===== config.mk =====
export PLATFORM = sky130hd
export DESIGN_NAME = classification_metrics_engine
export DESIGN_NICKNAME = d
export VERILOG_FILES = /design/src/hdl/cme_pkg.sv /design/src/hdl/cme_cnt_mem.sv /design/src/hdl/cme_div.sv /design/src/hdl/classification_metrics_engine.sv
export SDC_FILE = /design/constraint.sdc
export NUM_CORES = 2
export LEC_CHECK = 0
export ABC_AREA = 1
export BUFFER_PORTS_ARGS = -buffer_cell sky130_fd_sc_hd__clkbuf_2
export CAP_MARGIN = 20
export CORE_MARGIN = 5
export CORE_UTILIZATION = 45
export DETAILED_ROUTE_END_ITERATION = 10
export RECOVER_POWER = 100
export SKIP_LAST_GASP = 1
export SLEW_MARGIN = 20
export SYNTH_ARGS = -nofsm -noshare
export SYNTH_HDL_FRONTEND = slang
export SYNTH_SLANG_ARGS = --single-unit

===== constraint.sdc =====
create_clock -name clk -period 16.62 [get_ports clk]
set_input_delay 0 -clock clk [delete_from_list [all_inputs] [get_ports clk]]
set_output_delay 0 -clock clk [all_outputs]
set_load 0.1 [all_outputs]

===== src/hdl/cme_pkg.sv =====
package cme_pkg;

  localparam int Q16_W       = 17;
  localparam int FRAC_SHIFT  = 16;

  localparam logic OP_SAMPLE = 1'b0;
  localparam logic OP_REPORT = 1'b1;

  localparam logic [1:0] ROW_CLASS    = 2'd0;
  localparam logic [1:0] ROW_MACRO    = 2'd1;
  localparam logic [1:0] ROW_WEIGHTED = 2'd2;

  typedef struct packed {
    logic       op;
    logic [3:0] predicted_class;
    logic [3:0] actual_class;
  } cme_in_t;

  typedef struct packed {
    logic [1:0]       row_kind;
    logic [3:0]       class_index;
    logic [Q16_W-1:0] precision_value;
    logic [Q16_W-1:0] recall_value;
    logic [Q16_W-1:0] f1_value;
    logic [31:0]      support_value;
    logic             last_row;
  } cme_out_t;

endpackage


===== src/hdl/cme_cnt_mem.sv =====
module cme_cnt_mem #(
  parameter int DEPTH = 16,
  parameter int WIDTH = 32,
  localparam int AW = $clog2(DEPTH)
) (
  input  logic             clk,
  input  logic             rst_n,
  input  logic             clr,
  input  logic             wr_en,
  input  logic [AW-1:0]    wr_addr,
  input  logic [WIDTH-1:0] wr_data,
  input  logic [AW-1:0]    rd_addr,
  output logic [WIDTH-1:0] rd_data
);

  logic [WIDTH-1:0] mem [DEPTH];
  logic [DEPTH-1:0] vld_r;
  logic [WIDTH-1:0] rd_data_r;

  // entries without a valid bit read as zero
  always_ff @(posedge clk) begin
    if (!rst_n) begin
      vld_r <= '0;
    end else if (clr) begin
      vld_r <= '0;
    end else if (wr_en) begin
      vld_r[wr_addr] <= 1'b1;
    end
  end

  always_ff @(posedge clk) begin
    if (wr_en) begin
      mem[wr_addr] <= wr_data;
    end
    rd_data_r <= vld_r[rd_addr] ? mem[rd_addr] : '0;
  end

  assign rd_data = rd_data_r;

endmodule


===== src/hdl/cme_div.sv =====
module cme_div #(
  parameter int NUM_W = 64
) (
  input  logic                    clk,
  input  logic                    rst_n,
  input  logic                    go,
  input  logic [NUM_W-1:0]        num,
  input  logic [NUM_W-1:0]        den,
  output logic                    done,
  output logic [cme_pkg::Q16_W-1:0] quo
);
  import cme_pkg::*;

  localparam logic [4:0] CNT_LAST = 5'(Q16_W - 1);

  logic [NUM_W-1:0] rem_r;
  logic [NUM_W-1:0] dsh_r;
  logic [Q16_W-1:0] q_r;
  logic [4:0]       cnt_r;
  logic             run_r;
  logic             done_r;
  logic             zero_r;

  // restoring division, one quotient bit per cycle, MSB first
  always_ff @(posedge clk) begin
    if (!rst_n) begin
      run_r  <= 1'b0;
      done_r <= 1'b0;
    end else begin
      done_r <= 1'b0;
      if (go) begin
        rem_r  <= num;
        dsh_r  <= den << FRAC_SHIFT;
        q_r    <= '0;
        cnt_r  <= '0;
        zero_r <= (den == '0);
        run_r  <= 1'b1;
      end else if (run_r) begin
        if (rem_r >= dsh_r) begin
          rem_r <= rem_r - dsh_r;
          q_r   <= {q_r[Q16_W-2:0], 1'b1};
        end else begin
          q_r   <= {q_r[Q16_W-2:0], 1'b0};
        end
        dsh_r <= dsh_r >> 1;
        cnt_r <= cnt_r + 5'd1;
        if (cnt_r == CNT_LAST) begin
          run_r  <= 1'b0;
          done_r <= 1'b1;
        end
      end
    end
  end

  assign done = done_r;
  assign quo  = zero_r ? '0 : q_r;

endmodule


===== src/hdl/classification_metrics_engine.sv =====
// Channel   Direction  Handshake                 Payload
// in_       input      start & !busy accepts     in_req  (op, predicted, actual class)
// out_      output     out_valid, one cycle      out_row (one report row)
//
// A sample request reads the three count memories, then writes back.
// A report request walks every class: a class without support is skipped; for a
// class with support the shared divider gives precision, recall and F1, then a
// shift-add accumulates the support-weighted sums. The divider then gives the
// macro and weighted averages, or two zero rows follow when no class has support.
// All divisions go through the single iterative divider.
// Reset is synchronous and active low; counts read as zero after reset.
// The receiver cannot stall; each row is shown for exactly one cycle.
module classification_metrics_engine #(
  parameter int CLASS_COUNT = 16,
  parameter int COUNT_BITS  = 32
) (
  input  logic              clk,
  input  logic              rst_n,
  input  logic              start,
  output logic              busy,
  input  cme_pkg::cme_in_t  in_req,
  output logic              out_valid,
  output cme_pkg::cme_out_t out_row
);
  import cme_pkg::*;

  localparam int IDX_W = $clog2(CLASS_COUNT);
  localparam int XW    = IDX_W + 4;
  // total support over all classes fits here
  localparam int TOT_W = COUNT_BITS + IDX_W;
  // widest dividend: weighted sum, up to 2^16 * total
  localparam int NUM_W = TOT_W + Q16_W;
  localparam int SUM_W = Q16_W + IDX_W;
  localparam logic [IDX_W-1:0] LAST_CLS = IDX_W'(CLASS_COUNT - 1);

  typedef enum logic [3:0] {
    S_IDLE, S_SMP_WR, S_RP_RD, S_RP_CHK, S_CL_GO, S_CL_WAIT, S_CL_EMIT,
    S_CL_MAC, S_AV_START, S_AV_ZERO, S_AV_GO, S_AV_WAIT, S_AV_EMIT
  } state_t;

  state_t state_r;
  logic   wph_r;

  // --- count memories -------------------------------------------------
  logic [XW-1:0]         ac_x, pc_x, cls_x;
  logic                  ac_ok, pc_ok;
  logic [IDX_W-1:0]      rd_a_addr, rd_p_addr;
  logic [COUNT_BITS-1:0] tp_rd, sup_rd, pr_rd;
  logic                  mem_clr;

  logic [IDX_W-1:0]      smp_ac_r, smp_pc_r;
  logic                  smp_pc_ok_r;
  logic                  smp_wr;

  assign ac_x  = XW'(in_req.actual_class);
  assign pc_x  = XW'(in_req.predicted_class);
  assign ac_ok = ac_x < XW'(CLASS_COUNT);
  assign pc_ok = pc_x < XW'(CLASS_COUNT);

  logic [IDX_W-1:0] cls_r;
  assign cls_x = XW'(cls_r);

  // read at the request edge in idle, else at the class being reported
  assign rd_a_addr = (state_r == S_IDLE) ? ac_x[IDX_W-1:0] : cls_r;
  assign rd_p_addr = (state_r == S_IDLE) ? pc_x[IDX_W-1:0] : cls_r;
  assign smp_wr    = (state_r == S_SMP_WR);
  assign mem_clr   = (state_r == S_AV_ZERO) || (state_r == S_AV_EMIT && wph_r);

  function automatic logic [COUNT_BITS-1:0] sat_inc(input logic [COUNT_BITS-1:0] v);
    return (v == '1) ? v : v + COUNT_BITS'(1);
  endfunction

  function automatic logic [31:0] sat32(input logic [TOT_W-1:0] v);
    logic [TOT_W+31:0] ext;
    ext = (TOT_W + 32)'(v);
    return (ext > (TOT_W + 32)'(32'hFFFF_FFFF)) ? 32'hFFFF_FFFF : ext[31:0];
  endfunction

  cme_cnt_mem #(.DEPTH(CLASS_COUNT), .WIDTH(COUNT_BITS)) u_tp_mem (
    .clk, .rst_n, .clr(mem_clr),
    .wr_en(smp_wr && smp_pc_ok_r && (smp_pc_r == smp_ac_r)),
    .wr_addr(smp_ac_r), .wr_data(sat_inc(tp_rd)),
    .rd_addr(rd_a_addr), .rd_data(tp_rd)
  );

  cme_cnt_mem #(.DEPTH(CLASS_COUNT), .WIDTH(COUNT_BITS)) u_sup_mem (
    .clk, .rst_n, .clr(mem_clr),
    .wr_en(smp_wr), .wr_addr(smp_ac_r), .wr_data(sat_inc(sup_rd)),
    .rd_addr(rd_a_addr), .rd_data(sup_rd)
  );

  cme_cnt_mem #(.DEPTH(CLASS_COUNT), .WIDTH(COUNT_BITS)) u_pr_mem (
    .clk, .rst_n, .clr(mem_clr),
    .wr_en(smp_wr && smp_pc_ok_r), .wr_addr(smp_pc_r), .wr_data(sat_inc(pr_rd)),
    .rd_addr(rd_p_addr), .rd_data(pr_rd)
  );

  // --- shared divider -------------------------------------------------
  logic [1:0]       m_r;
  logic [IDX_W:0]   n_r;
  logic [SUM_W-1:0] sum_r  [3];
  logic [NUM_W-1:0] wacc_r [3];
  logic [TOT_W-1:0] total_r;
  logic [Q16_W-1:0] met_r  [3];
  logic [Q16_W-1:0] mq_r;
  logic [NUM_W-1:0] msh_r;
  logic [4:0]       step_r;

  logic             div_go, div_done;
  logic [NUM_W-1:0] div_num, div_den;
  logic [Q16_W-1:0] div_quo;

  assign div_go = (state_r == S_CL_GO) || (state_r == S_AV_GO);

  // pick dividend and divisor for the metric in hand
  always_comb begin
    div_num = '0;
    div_den = '0;
    if (state_r == S_CL_GO) begin
      case (m_r)
        2'd0: begin
          div_num = NUM_W'(tp_rd) << FRAC_SHIFT;
          div_den = NUM_W'(pr_rd);
        end
        2'd1: begin
          div_num = NUM_W'(tp_rd) << FRAC_SHIFT;
          div_den = NUM_W'(sup_rd);
        end
        default: begin
          // F1 = 2TP / (predicted + support)
          div_num = NUM_W'(tp_rd) << (FRAC_SHIFT + 1);
          div_den = NUM_W'(pr_rd) + NUM_W'(sup_rd);
        end
      endcase
    end else if (wph_r) begin
      div_num = wacc_r[m_r];
      div_den = NUM_W'(total_r);
    end else begin
      div_num = NUM_W'(sum_r[m_r]);
      div_den = NUM_W'(n_r);
    end
  end

  cme_div #(.NUM_W(NUM_W)) u_div (
    .clk, .rst_n, .go(div_go), .num(div_num), .den(div_den),
    .done(div_done), .quo(div_quo)
  );

  // --- sequencer ------------------------------------------------------
  logic     out_valid_r;
  cme_out_t out_row_r;

  always_ff @(posedge clk) begin
    if (!rst_n) begin
      state_r     <= S_IDLE;
      out_valid_r <= 1'b0;
    end else begin
      out_valid_r <= 1'b0;
      unique case (state_r)
        S_IDLE: begin
          if (start) begin
            if (in_req.op == OP_REPORT) begin
              cls_r   <= '0;
              n_r     <= '0;
              total_r <= '0;
              for (int i = 0; i < 3; i++) begin
                sum_r[i]  <= '0;
                wacc_r[i] <= '0;
              end
              state_r <= S_RP_RD;
            end else if (ac_ok) begin
              // drop samples whose true class is out of range
              smp_ac_r    <= ac_x[IDX_W-1:0];
              smp_pc_r    <= pc_x[IDX_W-1:0];
              smp_pc_ok_r <= pc_ok;
              state_r     <= S_SMP_WR;
            end
          end
        end
        S_SMP_WR: state_r <= S_IDLE;
        S_RP_RD:  state_r <= S_RP_CHK;
        S_RP_CHK: begin
          if (sup_rd == '0) begin
            // skip classes without support
            if (cls_r == LAST_CLS) begin
              state_r <= S_AV_START;
            end else begin
              cls_r   <= cls_r + IDX_W'(1);
              state_r <= S_RP_RD;
            end
          end else begin
            m_r     <= '0;
            state_r <= S_CL_GO;
          end
        end
        S_CL_GO: state_r <= S_CL_WAIT;
        S_CL_WAIT: begin
          if (div_done) begin
            met_r[m_r] <= div_quo;
            if (m_r == 2'd2) begin
              state_r <= S_CL_EMIT;
            end else begin
              m_r     <= m_r + 2'd1;
              state_r <= S_CL_GO;
            end
          end
        end
        S_CL_EMIT: begin
          out_valid_r                 <= 1'b1;
          out_row_r.row_kind          <= ROW_CLASS;
          out_row_r.class_index       <= cls_x[3:0];
          out_row_r.precision_value   <= met_r[0];
          out_row_r.recall_value      <= met_r[1];
          out_row_r.f1_value          <= met_r[2];
          out_row_r.support_value     <= sat32(TOT_W'(sup_rd));
          out_row_r.last_row          <= 1'b0;
          n_r     <= n_r + (IDX_W + 1)'(1);
          total_r <= total_r + TOT_W'(sup_rd);
          for (int i = 0; i < 3; i++) begin
            sum_r[i] <= sum_r[i] + SUM_W'(met_r[i]);
          end
          // set up shift-add of metric * support
          m_r     <= '0;
          mq_r    <= met_r[0];
          msh_r   <= NUM_W'(sup_rd);
          step_r  <= '0;
          state_r <= S_CL_MAC;
        end
        S_CL_MAC: begin
          if (mq_r[0]) begin
            wacc_r[m_r] <= wacc_r[m_r] + msh_r;
          end
          mq_r   <= mq_r >> 1;
          msh_r  <= msh_r << 1;
          step_r <= step_r + 5'd1;
          if (step_r == 5'(Q16_W - 1)) begin
            step_r <= '0;
            if (m_r == 2'd2) begin
              if (cls_r == LAST_CLS) begin
                state_r <= S_AV_START;
              end else begin
                cls_r   <= cls_r + IDX_W'(1);
                state_r <= S_RP_RD;
              end
            end else begin
              m_r   <= m_r + 2'd1;
              mq_r  <= met_r[2'(m_r + 2'd1)];
              msh_r <= NUM_W'(sup_rd);
            end
          end
        end
        S_AV_START: begin
          out_row_r.row_kind        <= ROW_MACRO;
          out_row_r.class_index     <= '0;
          out_row_r.precision_value <= '0;
          out_row_r.recall_value    <= '0;
          out_row_r.f1_value        <= '0;
          out_row_r.support_value   <= '0;
          out_row_r.last_row        <= 1'b0;
          if (n_r == '0) begin
            // no support at all: emit two zero rows
            out_valid_r <= 1'b1;
            state_r     <= S_AV_ZERO;
          end else begin
            m_r     <= '0;
            wph_r   <= 1'b0;
            state_r <= S_AV_GO;
          end
        end
        S_AV_ZERO: begin
          out_valid_r        <= 1'b1;
          out_row_r.row_kind <= ROW_WEIGHTED;
          out_row_r.last_row <= 1'b1;
          state_r            <= S_IDLE;
        end
        S_AV_GO: state_r <= S_AV_WAIT;
        S_AV_WAIT: begin
          if (div_done) begin
            met_r[m_r] <= div_quo;
            if (m_r == 2'd2) begin
              state_r <= S_AV_EMIT;
            end else begin
              m_r     <= m_r + 2'd1;
              state_r <= S_AV_GO;
            end
          end
        end
        S_AV_EMIT: begin
          out_valid_r               <= 1'b1;
          out_row_r.row_kind        <= wph_r ? ROW_WEIGHTED : ROW_MACRO;
          out_row_r.class_index     <= '0;
          out_row_r.precision_value <= met_r[0];
          out_row_r.recall_value    <= met_r[1];
          out_row_r.f1_value        <= met_r[2];
          out_row_r.support_value   <= sat32(total_r);
          out_row_r.last_row        <= wph_r;
          if (wph_r) begin
            state_r <= S_IDLE;
          end else begin
            wph_r   <= 1'b1;
            m_r     <= '0;
            state_r <= S_AV_GO;
          end
        end
        default: state_r <= S_IDLE;
      endcase
    end
  end

  assign busy      = (state_r != S_IDLE);
  assign out_valid = out_valid_r;
  assign out_row   = out_row_r;

  // --- checks ---------------------------------------------------------
  a_report_busy: assert property (@(posedge clk) disable iff (!rst_n)
    (start && !busy && in_req.op == OP_REPORT) |=> busy)
    else $error("report request did not occupy the engine");

  a_last_weighted: assert property (@(posedge clk) disable iff (!rst_n)
    (out_valid && out_row.last_row) |-> (out_row.row_kind == ROW_WEIGHTED))
    else $error("final row is not the weighted average");

  a_row_in_report: assert property (@(posedge clk) disable iff (!rst_n)
    out_valid |-> $past(busy))
    else $error("row emitted outside a report");

  a_metric_range: assert property (@(posedge clk) disable iff (!rst_n)
    out_valid |-> (out_row.precision_value <= 17'd65536 &&
                   out_row.recall_value <= 17'd65536 &&
                   out_row.f1_value <= 17'd65536))
    else $error("metric above one");

endmodule


==> metrics.log <==
INFO  metric synth.avg_cell_area = slightly above 10 um^2
INFO  metric max_freq = 89.76 MHz
INFO  metric grtUsageTotal = between 20% and 30%
INFO  metric start_util = 45.22%
INFO  metric critical_path_data_arrival_time = 11.55 ns
INFO  metric number_of_antenna_violations_at_the_first_check_in_global_routing = 18
INFO  metric dr.first_iter.drc_count = 9,912
INFO  metric worst-path-max-fanout = 63
INFO  metric commonest_cells_after_routing_fill_and_taps_aside = 2,228 x sky130_fd_sc_hd__edfxtp_1, 1,635 x sky130_fd_sc_hd__nand2_1, 1,390 x sky130_fd_sc_hd__o21ai_0, 1,257 x sky130_fd_sc_hd__inv_1, 1,149 x sky130_fd_sc_hd__nor2_1
INFO  metric yosys.cell_types.count = 59
INFO  metric avgRoutedWirePerCell = 25.05 um
INFO  metric run_status = finished with violations
INFO  metric post_cts_resized = 0
INFO  metric timing.max_cap.violations = 91
INFO  metric wire_length_reported_by_the_detailed_router = 366.6 mm
INFO  metric tritonroute_pass_1_iters = 6
INFO  metric syn_inst = 11,080
INFO  metric core_region_area = about 250,000 um^2
INFO  metric timing_hold_violations_final = 0
INFO  metric fillers = 22,660
INFO  metric io_pins = approximately 100
INFO  metric post_drt_via_cell_ratio = 5.806
INFO  metric clock_sink_count = 2,381
INFO  metric drt_drc_violations_left = 0
INFO  metric floorplan.die_area = 260,000 um^2
INFO  metric power_density = 140.1 nW/um^2
INFO  metric sequential_element_share_of_the_synthesized_area = 62.22%
INFO  metric timing_worst_slew_pin_value = 4.859 ns
INFO  metric layout-area-overhead-vs-synth = 11.14%
INFO  metric fp.dieW = around 510 um
INFO  metric global_route_wire_length_before_repair = 529.9 mm
INFO  metric nNetsFinal = 11,350
INFO  metric ys.warnings.count = 0
INFO  metric source_of_the_worst_hold_timing_path = in_req[2]
INFO  metric worstSkewPairLatency = 0.97 ns
INFO  metric total_leakage_power = 0.04564 uW
INFO  metric worst_setup_path_end_kind = register
INFO  metric num_vias = approximately 85,000
INFO  metric layout_min_cycle_time = 11.14 ns
INFO  metric cts_made_buffers = 277
INFO  metric synth_nets = 11,330
INFO  metric tritoncts_clock_tree = built
INFO  metric finalSetupViolations = 0
INFO  metric main_flop_type_after_synthesis = sky130_fd_sc_hd__edfxtp_1
INFO  metric root_buffer = sky130_fd_sc_hd__clkbuf_16
INFO  metric place_hpwl = 233.0 mm
INFO  metric rsz0062_at_grt = no
INFO  metric setup_tns = 0 ns
INFO  metric final_common_cell = sky130_fd_sc_hd__edfxtp_1
INFO  metric globalplace.congestion = approximately 0.98
INFO  metric postSynthRegisterBits = 2,381
INFO  metric grt_max_degree = 267
INFO  metric worst_ep_required_time = between 15 and 20 ns
INFO  metric cts_max_path_buffers = 4
INFO  metric min_path_type = in -> reg
INFO  metric cts_max_level = 5
INFO  metric cts.clk_slew.worst_paths = roughly 0.060 ns
INFO  metric share_of_flip_flops_with_an_asynchronous_set_or_reset_after_synthesis = 0%
INFO  metric grt.overflow.total = 0
INFO  metric route.antenna.remaining_nets = 0
INFO  metric slew_headroom = -223.9%
INFO  metric crit-reg2reg-launch = state_r[2]
INFO  metric first_element_of_the_critical_path = state_r[2]
INFO  metric violations = max-capacitance violations, max-slew violations
INFO  metric vdd_ir_drop_max = 97.49 uV
INFO  metric cp-start-kind = register
INFO  metric number_of_global_route_vias_before_repair = 79,510
INFO  metric fraction_of_layout_instances_using_a_drive_strength_above_1 = about 5%
INFO  metric category_of_the_critical_setup_timing_path = reg -> reg
INFO  metric pre_cts_setup_slack = 10.48 ns
INFO  metric post_cts.repair.setup_buffers = 0
INFO  metric number_of_enable_flip_flop_cells_after_synthesis = 2,228
INFO  metric post-route-period-util = 67.03%
INFO  metric port_buffers = between 100 and 150
INFO  metric synth_area = 112,400 um^2
INFO  metric finalWorstSetupSlack = about 5.5 ns
INFO  metric floorplan.rows = 183
INFO  metric maxSlewViolCount = 3,583
INFO  metric die_height = 509.9 um
INFO  metric timing.clock.skew = 0.1161 ns
INFO  metric cts.hold.buffers_added = 17
## where the power goes
part	leakage, uW	internal (uW)	switching (uW)
clock network	0.00420	3500	2370
logic	0.0197	1010	2990
registers	0.0217	7280	367
## final timing paths
check | to | slack [ns] | depth (start not counted)
hold / removal | smp_ac_r[2] | 0.10 | 2
setup / recovery | sum_r[2][3] | 5.48 | 11
hold reg to reg | u_tp_mem.vld_r[0] | 0.47 | 2
setup reg to reg | sum_r[2][3] | 5.48 | 11
## final cells by class
class                      count  area [um^2]  area share [%]
antenna                       12        30.03         0.02403
clock buffer                 374         7607           6.087
clock inverter               107         1037          0.8300
inverter                    1284         4838           3.872
multi-input combinational   6863        35860           28.70
sequential                  2381        69970           55.99
tap                         3330         4167           3.334
timing repair buffer         286         1461           1.169
## worst max-delay path, cell delays in order, from the launching register on
cell	delay (ns)
sky130_fd_sc_hd__dfxtp_1	0.37
sky130_fd_sc_hd__inv_1	0.11
sky130_fd_sc_hd__nor2_1	0.22
sky130_fd_sc_hd__inv_1	0.14
sky130_fd_sc_hd__nor2_1	2.14
sky130_fd_sc_hd__clkinv_1	1.34
sky130_fd_sc_hd__nor2_1	0.38
sky130_fd_sc_hd__clkbuf_1	1.68
sky130_fd_sc_hd__clkinv_1	0.48
sky130_fd_sc_hd__clkbuf_1	0.75
sky130_fd_sc_hd__nand2_2	0.24
sky130_fd_sc_hd__clkbuf_1	2.67
## synthesized netlist by cell type, types with 31 or more instances
master	n	share of area [%]
sky130_fd_sc_hd__a31oi_1	58	0.32
sky130_fd_sc_hd__xnor2_1	31	0.24
sky130_fd_sc_hd__o211ai_1	39	0.26
sky130_fd_sc_hd__xor2_1	93	0.72
sky130_fd_sc_hd__a211oi_1	42	0.28
sky130_fd_sc_hd__a21oi_1	843	3.8
sky130_fd_sc_hd__ha_1	234	2.6
sky130_fd_sc_hd__nor4_1	34	0.19
sky130_fd_sc_hd__o22ai_1	288	1.6
sky130_fd_sc_hd__dfxtp_1	153	2.7
sky130_fd_sc_hd__clkbuf_1	411	1.4
sky130_fd_sc_hd__buf_2	90	0.40
sky130_fd_sc_hd__nand4_1	53	0.29
sky130_fd_sc_hd__or2_2	31	0.17
sky130_fd_sc_hd__nand3_1	276	1.2
sky130_fd_sc_hd__o21ai_1	97	0.43
sky130_fd_sc_hd__nor3_1	78	0.35
sky130_fd_sc_hd__o221ai_1	184	1.4
sky130_fd_sc_hd__nor2_1	1199	4.0
sky130_fd_sc_hd__inv_1	1256	4.2
sky130_fd_sc_hd__o32ai_1	59	0.46
sky130_fd_sc_hd__o21ai_0	1383	6.2
sky130_fd_sc_hd__edfxtp_1	2228	59
sky130_fd_sc_hd__nand2_1	1641	5.5
## per-stage QoR
step                utilization (%)  total power [uW]  instances  hold WS [ns]  area [um^2]
detailed placement            46.95             11660      14130        0.2716       116800
CTS                           50.50             17520      14620      0.003892       125600
finish                        50.26             17510      14640        0.1033       125000
global placement              46.95             11600      14130        0.2784       116700
floorplan                         -             10050      11080       0.09887       112400
global route                  50.25             18200      14630       0.06954       125000
## layer usage
metal / part of all wire [%] / up-vias / global-route usage [%]
li1: - / 39090 / -
met5: 0.012 / - / 0
met1: 42 / 41510 / 38.25
met4: 4.9 / 6 / 12.22
met2: 45 / 3615 / 42.53
met3: 7.9 / 769 / 4.185
## logic make-up after synthesis
| family | share of synthesized area, % |
|---|---|
| adder cells (fa/ha/maj) | 2.728 |
| flip-flops | 62.22 |
| AND/OR/NAND/NOR | 11.97 |
| AO/OA/AOI/OAI | 15.63 |
| multiplexers | 0.1880 |
| XOR/XNOR | 0.9658 |
| buffers and inverters | 6.294 |
## flip-flops by register name, summed over array words and instances, names as in the netlist, 17 cells and up, named ones only
register / flops
msh_r: 53
out_row: 90
u_pr_mem.rd_data: 32
u_sup_mem.rd_data: 32
u_tp_mem.mem: 512
u_div.rem_r: 53
total_r: 36
sum_r: 63
u_div.q_r: 17
u_tp_mem.rd_data: 32
u_div.dsh_r: 52
wacc_r: 212
mq_r: 17
u_pr_mem.mem: 512
met_r: 68
u_sup_mem.mem: 512
Power figures use the tool's default switching activity.
